File: config.mk
export PLATFORM = sky130hd
export DESIGN_NAME = bhte_ctrl
export DESIGN_NICKNAME = d
export VERILOG_FILES = /design/src/rtl/core/bhte_pkg.sv /design/src/rtl/core/bhte_ctrl.sv
export SDC_FILE = /design/constraint.sdc
export NUM_CORES = 1
export LEC_CHECK = 0
export BUFFER_PORTS_ARGS = -buffer_cell sky130_fd_sc_hd__buf_2
export CORE_AREA = 2 2 39 41
export CTS_BUF_LIST = sky130_fd_sc_hd__clkbuf_4
export CTS_CLUSTER_DIAMETER = 30
export DETAILED_ROUTE_END_ITERATION = 7
export DIE_AREA = 0 0 41 43
export GPL_TIMING_DRIVEN = 0
export HOLD_SLACK_MARGIN = 0.1
export PLACE_DENSITY = 0.67
export SETUP_SLACK_MARGIN = 0.2
export SYNTH_ARGS = -nofsm -noshare
export SYNTH_HDL_FRONTEND = slang
export SYNTH_SLANG_ARGS = --single-unit
File: constraint.sdc
create_clock -name clk -period 2.95 [get_ports clk]
set_input_delay 0.295 -clock clk [delete_from_list [all_inputs] [get_ports clk]]
set_output_delay 0.295 -clock clk [all_outputs]
set_load 0.02 [all_outputs]
File: src/rtl/core/bhte_pkg.sv
// ----------------------------------------------------------------------------
// bhte_pkg
// Shared types and codes of the bucket hash table engine: request and
// result codes, controller states and the command/status bundles.
// ----------------------------------------------------------------------------
package bhte_pkg;

  localparam int KEY_W  = 64;
  localparam int VAL_W  = 64;
  localparam int BIN_W  = 15;
  localparam int DIV_W  = 32;
  localparam int CFG_LOG2_W = 4;
  localparam int CFG_THR_W  = 9;

  // request codes
  localparam logic [1:0] REQ_INSERT = 2'd1;
  localparam logic [1:0] REQ_REMOVE = 2'd2;

  // configuration register index (paddr bit 2)
  localparam logic REG_BUCKET_LOG2 = 1'b0;
  localparam logic REG_EXPAND_THR  = 1'b1;

  typedef enum logic [2:0] {
    ST_OK        = 3'd0,
    ST_NOT_FOUND = 3'd1,
    ST_PRESENT   = 3'd2,
    ST_NO_SPACE  = 3'd3,
    ST_INVALID   = 3'd4
  } status_t;

  typedef enum logic [2:0] {
    S_CLEAR,
    S_IDLE,
    S_HASH,
    S_READ,
    S_CHECK,
    S_DONE
  } state_t;

  typedef struct packed {
    logic    accept;
    logic    clr_step;
    logic    mod_step;
    logic    set_home;
    logic    next_hop;
    logic    wr_empty;
    logic    wr_clear;
    logic    wr_link;
    logic    found;
    logic    set_res;
    status_t res_code;
    logic    out_load;
  } cmd_t;

  typedef struct packed {
    logic clr_last;
    logic key_zero;
    logic bin_ok;
    logic is_insert;
    logic is_remove;
    logic match;
    logic any_empty;
    logic has_link;
    logic pool_full;
    logic out_free;
  } stat_t;

endpackage

File: src/rtl/core/bhte_ctrl.sv
// ----------------------------------------------------------------------------
// bhte_ctrl
// Request sequencer: clearing pass after reset, bucket selection, chain
// walk and the final table update and result hand-off.
// ----------------------------------------------------------------------------
module bhte_ctrl (
  input  logic           clk,
  input  logic           rst,
  input  logic           in_valid,
  output logic           in_stall,
  input  bhte_pkg::stat_t st,
  output bhte_pkg::cmd_t  cmd
);

  import bhte_pkg::*;

  state_t state;
  state_t state_next;

  // state register
  always_ff @(posedge clk) begin
    if (rst) begin
      state <= S_CLEAR;
    end else begin
      state <= state_next;
    end
  end

  // next state and commands
  always_comb begin
    state_next   = state;
    cmd          = '0;
    cmd.res_code = ST_OK;
    in_stall     = (state != S_IDLE);
    unique case (state)
      S_CLEAR: begin
        cmd.clr_step = 1'b1;
        if (st.clr_last) begin
          state_next = S_IDLE;
        end
      end
      S_IDLE: begin
        if (in_valid) begin
          cmd.accept = 1'b1;
          state_next = S_HASH;
        end
      end
      S_HASH: begin
        if (st.key_zero) begin
          cmd.set_res  = 1'b1;
          cmd.res_code = ST_INVALID;
          state_next   = S_DONE;
        end else if (st.bin_ok) begin
          cmd.set_home = 1'b1;
          state_next   = S_READ;
        end else begin
          cmd.mod_step = 1'b1;
        end
      end
      S_READ: begin
        state_next = S_CHECK;
      end
      S_CHECK: begin
        if (st.is_insert) begin
          if (st.match) begin
            cmd.set_res  = 1'b1;
            cmd.res_code = ST_PRESENT;
            state_next   = S_DONE;
          end else if (st.has_link) begin
            cmd.next_hop = 1'b1;
            state_next   = S_READ;
          end else if (st.any_empty) begin
            cmd.wr_empty = 1'b1;
            cmd.set_res  = 1'b1;
            cmd.res_code = ST_OK;
            state_next   = S_DONE;
          end else if (st.pool_full) begin
            cmd.set_res  = 1'b1;
            cmd.res_code = ST_NO_SPACE;
            state_next   = S_DONE;
          end else begin
            cmd.wr_link  = 1'b1;
            cmd.set_res  = 1'b1;
            cmd.res_code = ST_OK;
            state_next   = S_DONE;
          end
        end else begin
          if (st.match) begin
            cmd.found    = 1'b1;
            cmd.wr_clear = st.is_remove;
            cmd.set_res  = 1'b1;
            cmd.res_code = ST_OK;
            state_next   = S_DONE;
          end else if (st.has_link) begin
            cmd.next_hop = 1'b1;
            state_next   = S_READ;
          end else begin
            cmd.set_res  = 1'b1;
            cmd.res_code = ST_NOT_FOUND;
            state_next   = S_DONE;
          end
        end
      end
      S_DONE: begin
        if (st.out_free) begin
          cmd.out_load = 1'b1;
          state_next   = S_IDLE;
        end
      end
      default: begin
        state_next = S_CLEAR;
      end
    endcase
  end

endmodule

==> flow_metrics.env, run 1 <==
export IMPL_cellPowerDensity_nw_per_um2=424.2
export IMPL_hold_path_class="in -> reg"
export IMPL_vias_per_cell=4.825
export IMPL_tightest_slew_ns=0.3093
export IMPL_antenna_cells=0
export IMPL_worstSkewPairLatency_ns=0.25
export IMPL_start_util_pct=29.11
export IMPL_grt_max_degree=11
export IMPL_cts_sinks=3
export IMPL_synthCells=56
export IMPL_rsz0062_at_grt="no"
export IMPL_cts_made_buffers=3
export IMPL_path_class="reg -> out"
export IMPL_cp_max_fo=10
export IMPL_gp_congestion=0.7524
export IMPL_ys_flop_type="dfxtp_1"
export IMPL_clock_path_buffers=2
export IMPL_layout_area_overhead_vs_synth_pct=45.96
export IMPL_drive_gt1_share_pct=48.28
export IMPL_fin_setup_tns_ns=0
export IMPL_overflow=0
export IMPL_synth_distinct_cells=29
export IMPL_path_clk_slew_ns=0.04
export IMPL_pin_count=28
export IMPL_leakage_nw=0.3051
export IMPL_crit_path_cell_trace="buf_2, inv_2, or3_1, buf_2"
export IMPL_drc=0
export IMPL_cp_common_cell="buf_2"
export IMPL_reg_top3="state: 3 flops"
export IMPL_drv_cap=0
export IMPL_port_buffers=27
export IMPL_hpwl_um=795.4
export IMPL_wl_per_cell_um=10.54
export IMPL_setup_viol=0
export IMPL_seq_area_frac_synth_pct=14.91
export IMPL_antenna_found_initial=0
export IMPL_cpMaxStageDelayCell="or3_1"
export IMPL_cts_tree="done"
export IMPL_maxSlewViolCount=0
export IMPL_drt_iter0_drc=6
export IMPL_synth_edf_count=0
export IMPL_htree_levels=1
export IMPL_fin_nets=101
export IMPL_drt_pass1_iterations=4
export IMPL_hold_ws_ns=0.2793
export IMPL_final_hold_viol_count=0
export IMPL_grtUsageTotal_pct=13.41
export IMPL_vias=497
export IMPL_grt_pass1_vias=403
export IMPL_coreArea_um2=1384
export IMPL_hold_buffers=0
export IMPL_critical_path_top_delay_family="buffers and inverters"
export IMPL_synth_seq_cells=3
export IMPL_crit_buf_inv=3
export IMPL_cts_resized=0
export IMPL_place_area_um2=558.0
export IMPL_cp_end_kind="output pin"
export IMPL_die_w_um=41
export IMPL_async_reset_ff_share_pct=0
export IMPL_fin_crit_sh_pct=56.37
export IMPL_cts_setup_buffers=0
export IMPL_syn_cell_area_um2=402.9
export IMPL_grt_pass1_wl_mm=1.580
export IMPL_vdd_drop_max_uv=182.2
export IMPL_crit_required_ns=2.65
export IMPL_critical_path_max_stage_delay_ns=0.36
export IMPL_ant_nets=0
export IMPL_rows=14
export IMPL_syn_area_per_cell_um2=7.194
export IMPL_largest_reg_flops=3
export IMPL_yosys_warnings=0
export IMPL_arrival_ns=1.37
export IMPL_fmax_mhz=601.4
export IMPL_status="finished clean"
export IMPL_fp_dieH_um=43
export IMPL_die_area_um2=1763
export IMPL_slew_headroom_pct=79.38
export IMPL_post_route_min_period_ns=1.663
export IMPL_final_cell_area_um2=588.1
export IMPL_syn_nets=69
export IMPL_largest_register="state"
export IMPL_drt_total_wl_mm=1.086
export IMPL_root_buffer="clkbuf_4"
export IMPL_finalClockSkew_ns=0.005513
export IMPL_critPathLaunchType="flop"
-- cells by family after synthesis --
family | share of synthesized area (%)
AO/OA/AOI/OAI | 14.60
buffers and inverters | 9.626
flip-flops | 14.91
AND/OR/NAND/NOR | 60.87
-- cell type report --
type,count,area [um^2]
flip-flops and latches,3,60.06
well taps,16,20.02
fillers,152,795.8
multi-input cells,47,304.0
inverters,3,11.26
repair buffers,27,135.1
plain buffers,3,27.53
clock buffers,4,30.03
-- path summary, 6_finish.rpt --
| kind | to | slack, ns | start | depth (start not counted) |
|---|---|---|---|---|
| min | state[2]$_SDFFE_PP0P_ | 0.28 | rst | 2 |
| min reg2reg | state[2]$_SDFFE_PP0P_ | 0.72 | state[1]$_SDFFE_PP0P_ | 3 |
| max | in_stall | 1.29 | state[0]$_SDFFE_PP0P_ | 4 |
| max reg2reg | state[2]$_SDFFE_PP0P_ | 1.80 | state[0]$_SDFFE_PP0P_ | 4 |
-- worst reg2reg max path, stage by stage, from the launching register on --
cell and delay (ns):
dfxtp_1 0.31, buf_2 0.23, nor2_2 0.10, a222oi_1 0.34
nor2_1 0.06
-- synthesized netlist by cell type (2+ instances only) --
cell type	count	area [um^2]
o21ai_1	2	10.01
nand2b_1	3	18.77
nor3_1	3	15.01
nor2b_1	2	12.51
nand2_1	4	15.01
inv_1	2	7.510
nand2b_4	2	27.53
dfxtp_1	3	60.06
and2_1	2	12.51
nor2_1	13	48.80
buf_6	2	22.52
-- where the power goes --
group / switching [mW] / total, mW / internal [mW]
Combinational: 0.0665 / 0.113 / 0.0462
Clock: 0.0274 / 0.0876 / 0.0602
Sequential: 0.00334 / 0.0491 / 0.0458
-- stage by stage --
step	worst slack (ns)	instances	total power [mW]	utilization [%]
after floorplan	1.335	56	0.1295	-
after global placement	1.567	99	0.1601	40.33
after detailed placement	1.563	99	0.1619	40.33
after CTS	1.292	103	0.2492	42.50
after global routing	1.195	103	0.2616	42.50
final	1.287	103	0.2495	42.50
-- routing by layer --
metal,GRT usage (%),share of wire (%),routed length [um]
met5,0,0,0
met4,12.00,1.6,17
met3,3.141,7.7,84
met2,19.69,49,528
met1,14.97,42,456
-- cell usage in the layout, fill, tap and decap left out, drive strengths merged --
| cell type | Yosys | layout |
|---|---|---|
| o21ai | 2 | 2 |
| a21o | 1 | 1 |
| and4 | 1 | 1 |
| and3 | 1 | 1 |
| nor4b | 1 | 1 |
| or3 | 1 | 1 |
| nor4 | 2 | 2 |
| a211oi | 1 | 1 |
| nand2b | 5 | 5 |
| dfxtp | 3 | 3 |
| clkbuf | 0 | 4 |
| nor2b | 2 | 2 |
| inv | 3 | 3 |
| nand4 | 1 | 1 |
| nor3b | 1 | 1 |
| nor3 | 3 | 3 |
| o211a | 1 | 1 |
| nand2 | 4 | 4 |
| a222oi | 1 | 1 |
| a21oi | 2 | 2 |
| buf | 3 | 30 |
| nor2 | 14 | 14 |
| and2 | 2 | 2 |
| nand3 | 1 | 1 |
Note: power is estimated with default switching activity, not from simulation.
==> inputs of run 2 (changes only) <==
Settings changed: PLACE_DENSITY 0.67 to 0.69.
Clock period 2.95 ns to 1.5 ns, I/O delays scaled along.
==> run 2 against run 1 <==
Net effect: final cell count up 7.8%; design area up 44%; total power rose to 2.5 times the previous value; sequential power up 110%; hold slack worse by 0.16 ns; largest power group unchanged; first-iteration DRC count up 50%; register-to-register slack worse by 1.5 ns; largest cell class unchanged; global-route usage up 2.1 points; critical path depth unchanged.
==> flow_metrics.env, run 2 (synthesis results as in run 1) <==
export IMPL_status="finished clean"
export IMPL_gr_usage_met2_pct=25.94
export IMPL_cp_startpoint="state[1]$_SDFFE_PP0P_"
export IMPL_timing_rr_start="state[0]$_SDFFE_PP0P_"
export IMPL_layout_area_overhead_vs_synth_pct=110.2
export IMPL_port_buffers=27
export IMPL_setup_viol=0
export IMPL_drive_gt1_share_pct=69.47
export IMPL_drt_pass1_iterations=4
export IMPL_reg_top3="state: 3 flops"
export IMPL_drt_iter0_drc=9
export IMPL_top_usage_layer="met2"
export IMPL_fin_nets=109
export IMPL_hpwl_um=854.2
export IMPL_drv_cap=0
export IMPL_vdd_drop_max_uv=342.9
export IMPL_ant_nets=0
export IMPL_r2r_end="state[1]$_SDFFE_PP0P_"
export IMPL_tightest_slew_ns=0.2848
export IMPL_arrival_ns=1.27
export IMPL_clock_path_buffers=2
export IMPL_grt_max_degree=11
export IMPL_hold_buffers=0
export IMPL_crit_required_ns=1.35
export IMPL_rows=14
export IMPL_path_class="reg -> out"
export IMPL_worstSkewPairLatency_ns=0.25
export IMPL_start_util_pct=29.11
export IMPL_coreArea_um2=1384
export IMPL_maxSlewViolCount=0
export IMPL_htree_levels=1
export IMPL_met1_usage_pct=16.35
export IMPL_cp_max_fo=4
export IMPL_fin_setup_tns_ns=0
export IMPL_mostFrequentLayoutCells="buf_2 (13), buf_6 (12), buf_4 (11)"
export IMPL_crit_end="cmd[7]"
export IMPL_ff2ff_path_depth=6
export IMPL_gp_congestion=0.7635
export IMPL_leakage_nw=0.3913
export IMPL_met3_usage_pct=3.141
export IMPL_pin_count=28
export IMPL_vias=559
export IMPL_grt_pass1_wl_mm=1.835
export IMPL_post_route_min_period_ns=1.423
export IMPL_final_hold_viol_count=0
export IMPL_cts_sinks=3
export IMPL_fmax_mhz=702.7
export IMPL_die_w_um=41
export IMPL_largest_register="state"
export IMPL_grtUsageTotal_pct=15.55
export IMPL_antenna_cells=0
export IMPL_fin_util_pct=61.21
export IMPL_cts_tree="done"
export IMPL_finalPower_mw=0.6296
export IMPL_finalClockSkew_ns=0.009797
export IMPL_grt_pass1_vias=485
export IMPL_slew_headroom_pct=80.90
export IMPL_die_area_um2=1763
export IMPL_cp_end_kind="output pin"
export IMPL_largest_reg_flops=3
export IMPL_r2r_slack_ns=0.30
export IMPL_root_buffer="clkbuf_4"
export IMPL_path_clk_slew_ns=0.04
export IMPL_wl_per_cell_um=13.15
export IMPL_overflow=0
export IMPL_fin_crit_sh_pct=94.87
export IMPL_drc=0
export IMPL_cellPowerDensity_nw_per_um2=743.3
export IMPL_drt_total_wl_mm=1.460
export IMPL_critPathLaunchType="flop"
export IMPL_fp_dieH_um=43
export IMPL_hp_start="rst"
export IMPL_cts_made_buffers=3
export IMPL_hold_path_class="in -> reg"
export IMPL_mostFrequentLayoutCell="buf_2"
export IMPL_antenna_found_initial=0
export IMPL_vias_per_cell=5.036
export IMPL_rsz0062_at_grt="yes"
## run 2: cell type report
class / count / area (um^2)
plain buffers: 3 / 37.54
clock buffers: 4 / 30.03
fillers: 125 / 536.8
inverters: 3 / 13.76
multi-input cells: 47 / 394.1
flip-flops and latches: 3 / 66.31
well taps: 16 / 20.02
repair buffers: 35 / 285.3
## run 2: power breakdown
part	switching [mW]	internal, mW
clock	0.0514	0.118
combinational	0.177	0.179
sequential	0.0118	0.0918
total	0.240	0.390
## run 2: worst min path at each step
stage	endpoint	slack, ns	depth (start not counted)
floorplan	state[1]$_SDFFE_PP0P_	0.22	1
global route	state[1]$_SDFFE_PP0P_	0.12	2
global placement	state[2]$_SDFFE_PP0P_	0.37	2
finish	state[2]$_SDFFE_PP0P_	0.11	2
detailed placement	state[2]$_SDFFE_PP0P_	0.37	2
CTS	state[2]$_SDFFE_PP0P_	0.11	2
## run 2: critical path, stage by stage, from the launching register on
cell and delay (ns):
dfxtp_2 0.32, nand2b_4 0.17, nor4b_4 0.26, and2_1 0.15, buf_4 0.13
## run 2: what timing repair did
action / 4_1_cts / 5_1_grt
pin swaps: 5 / 5
setup endpoints to repair: 13 / 15
buffers inserted: 4 / 3
hold endpoints to repair: 0 / 0
gates cloned: 0 / 1
gates resized for setup: 23 / 27
## run 2: metrics by stage
| step | setup WS [ns] | area [um^2] | instances | hold slack, ns |
|---|---|---|---|---|
| 3_5_place_dp | 0.2201 | 574.3 | 99 | 0.3667 |
| 4_1_cts | 0.07383 | 704.4 | 107 | 0.1093 |
| 6_report | 0.07700 | 847.1 | 111 | 0.1143 |
| 5_1_grt | 0.02288 | 847.1 | 111 | 0.1162 |
| 3_3_place_gp | 0.2416 | 574.3 | 99 | 0.3726 |
| 2_1_floorplan | 0.1706 | 419.2 | 56 | 0.2210 |
## run 2: routing by layer
metal	share of wire [%]	vias up	wire length, um
met5	0	-	0
met4	1.0	0	15
met2	54	20	785
met1	40	262	584
li1	-	275	-
met3	5.1	2	74
==> inputs of run 3 (changes only) <==
Settings changed: BUFFER_PORTS_ARGS -buffer_cell sky130_fd_sc_hd__buf_2 to default, DONT_BUFFER_PORTS from default to 1, PLACE_DENSITY 0.69 to 0.5.
==> run 3 against run 2 <==
Net effect: the flow now finishes with violations (setup timing); clock skew shrank 0.0044 ns; maximum frequency shrank 8.0%; global-route usage is essentially flat; total power shrank 7.4%; register-to-register slack lost 0.18 ns; sequential share of layout area grew 1.2 points; core utilization shrank 7.9 points; die area is the same; via count shrank 16%.
==> flow_metrics.env, run 3 (synthesis results as in run 1) <==
export IMPL_r2r_slack_ns=0.12
export IMPL_drt_iter0_drc=6
export IMPL_drive_gt1_share_pct=68.92
export IMPL_grt_pass1_wl_mm=1.842
export IMPL_post_route_min_period_ns=1.547
export IMPL_maxSlewViolCount=0
export IMPL_rows=14
export IMPL_final_hold_viol_count=0
export IMPL_status="finished, violations left"
export IMPL_crit_path_cell_trace="nand2b_4, nor4b_4, and2_4"
export IMPL_path_class="reg -> out"
export IMPL_finalClockSkew_ns=0.005404
export IMPL_arrival_ns=1.40
export IMPL_violations="setup timing"
export IMPL_fin_nets=88
export IMPL_largest_register="state"
export IMPL_comb_power_share_pct=54.6
export IMPL_cp_end_kind="output pin"
export IMPL_hold_ws_ns=0.1232
export IMPL_pin_count=28
export IMPL_vias=472
export IMPL_worstSkewPairLatency_ns=0.23
export IMPL_seqPwrFrac_pct=17.3
export IMPL_overflow=0
export IMPL_tightest_slew_ns=0.4416
export IMPL_fin_setup_tns_ns=-0.1209
export IMPL_drv_cap=0
export IMPL_holdPathEnd="state[0]$_SDFFE_PP0P_"
export IMPL_fmax_mhz=646.5
export IMPL_setup_ws_ns=-0.04684
export IMPL_layout_area_overhead_vs_synth_pct=83.23
export IMPL_place_area_um2=439.2
export IMPL_r2r_end="state[2]$_SDFFE_PP0P_"
export IMPL_antenna_cells=0
export IMPL_drt_pass1_iterations=5
export IMPL_drc=0
export IMPL_port_buffers=0
export IMPL_fin_crit_sh_pct=103.1
export IMPL_slew_headroom_pct=70.34
export IMPL_timing_rr_start="state[1]$_SDFFE_PP0P_"
export IMPL_die_w_um=41
export IMPL_rsz0062_at_grt="yes"
export IMPL_cp_max_fo=2
export IMPL_setup_viol=4
export IMPL_whs_path_depth=2
export IMPL_root_buffer="clkbuf_4"
export IMPL_path_clk_slew_ns=0.04
export IMPL_power_net_switching_mw=0.2222
export IMPL_mostFrequentLayoutCells="buf_4 (10), nor2_1 (8), nor2_4 (5)"
export IMPL_cts_tree="done"
export IMPL_hpwl_um=708.8
export IMPL_fp_dieH_um=43
export IMPL_grt_pass1_vias=443
export IMPL_drt_total_wl_mm=1.301
export IMPL_cpMaxStageDelayCell="nor4b_4"
export IMPL_antenna_found_initial=0
export IMPL_largest_reg_flops=3
export IMPL_clock_path_buffers=2
export IMPL_mostFrequentLayoutCell="buf_4"
export IMPL_fillers=134
export IMPL_die_area_um2=1763
export IMPL_p_int_mw=0.3607
export IMPL_cellPowerDensity_nw_per_um2=789.5
export IMPL_hp_start="rst"
export IMPL_ff2ff_path_depth=8
export IMPL_ant_nets=0
export IMPL_hold_path_class="in -> reg"
export IMPL_vias_per_cell=5.244
export IMPL_final_cell_area_um2=738.2
export IMPL_critPathLaunchType="flop"
export IMPL_coreArea_um2=1384
export IMPL_reg_top3="state: 3 flops"
export IMPL_wl_per_cell_um=14.46
export IMPL_gp_congestion=0.7731
export IMPL_htree_levels=1
export IMPL_cts_sinks=3
export IMPL_critical_path_max_stage_delay_ns=0.45
export IMPL_crit_required_ns=1.35
export IMPL_start_util_pct=29.11
export IMPL_grtUsageTotal_pct=15.58
export IMPL_p_sw_share_pct=38.12
export IMPL_finalPower_mw=0.5829
export IMPL_pwr_share_clk_pct=28.1
export IMPL_grt_max_degree=11
export IMPL_cts_made_buffers=3
export IMPL_vdd_drop_max_uv=311.2
export IMPL_leakage_nw=0.2795
-- run 3: per-layer routing --
metal / routed length (um) / track usage, %
met5: 0 / 0
met4: 0 / 8.000
met3: 82 / 3.665
met2: 722 / 23.44
met1: 496 / 19.68
-- run 3: worst max-delay path, delay by kind of cell, from the launching register on --
| family | cells | cell delay (ns) |
|---|---|---|
| simple gates | 3 | 0.86 |
| flops | 1 | 0.31 |
-- run 3: final cells by class --
cell class | instances | area, um^2 | share of cell area [%]
multi-input combinational | 47 | 451.7 | 61.19
timing repair buffer | 14 | 112.6 | 15.25
sequential | 3 | 66.31 | 8.983
buffer | 3 | 41.29 | 5.593
clock buffer | 4 | 30.03 | 4.068
tap | 16 | 20.02 | 2.712
inverter | 3 | 16.27 | 2.203
-- run 3: how the worst max path moves through the flow --
stage	depth (start not counted)	end	startpoint	slack (ns)
6_report	3	cmd[7]	state[1]$_SDFFE_PP0P_	-0.05
5_1_grt	6	cmd[6]	state[1]$_SDFFE_PP0P_	-0.11
2_1_floorplan	3	cmd[7]	state[0]$_SDFFE_PP0P_	0.17
3_3_place_gp	3	cmd[7]	state[0]$_SDFFE_PP0P_	0.12
4_1_cts	3	cmd[7]	state[1]$_SDFFE_PP0P_	-0.04
3_5_place_dp	3	cmd[7]	state[0]$_SDFFE_PP0P_	0.12
-- run 3: what timing repair did --
action | in CTS | in global routing
pin swaps | 9 | 6
resized for setup | 33 | 12
hold buffers | 1 | 0
endpoints found under the setup margin | 15 | 15
buffers inserted | 5 | 7
hold endpoints to repair | 2 | 0
cloned | 1 | 0
-- run 3: through the flow --
stage               util [%]  setup WS [ns]  std cells
floorplan                  -         0.1706         56
global placement       31.74         0.1175         72
detailed placement     31.74         0.1155         72
CTS                    45.84       -0.03901         83
global route           53.35        -0.1141         90
finish                 53.35       -0.04684         90
-- run 3: power groups by stage --
stage | Clock, mW | Combinational, mW | Sequential, mW
final | 0.164 | 0.318 | 0.101
after global routing | 0.176 | 0.339 | 0.102
after CTS | 0.165 | 0.261 | 0.0986
after detailed placement | 0 | 0.183 | 0.0981
after global placement | 0 | 0.184 | 0.0978
after floorplan | 0 | 0.162 | 0.0972
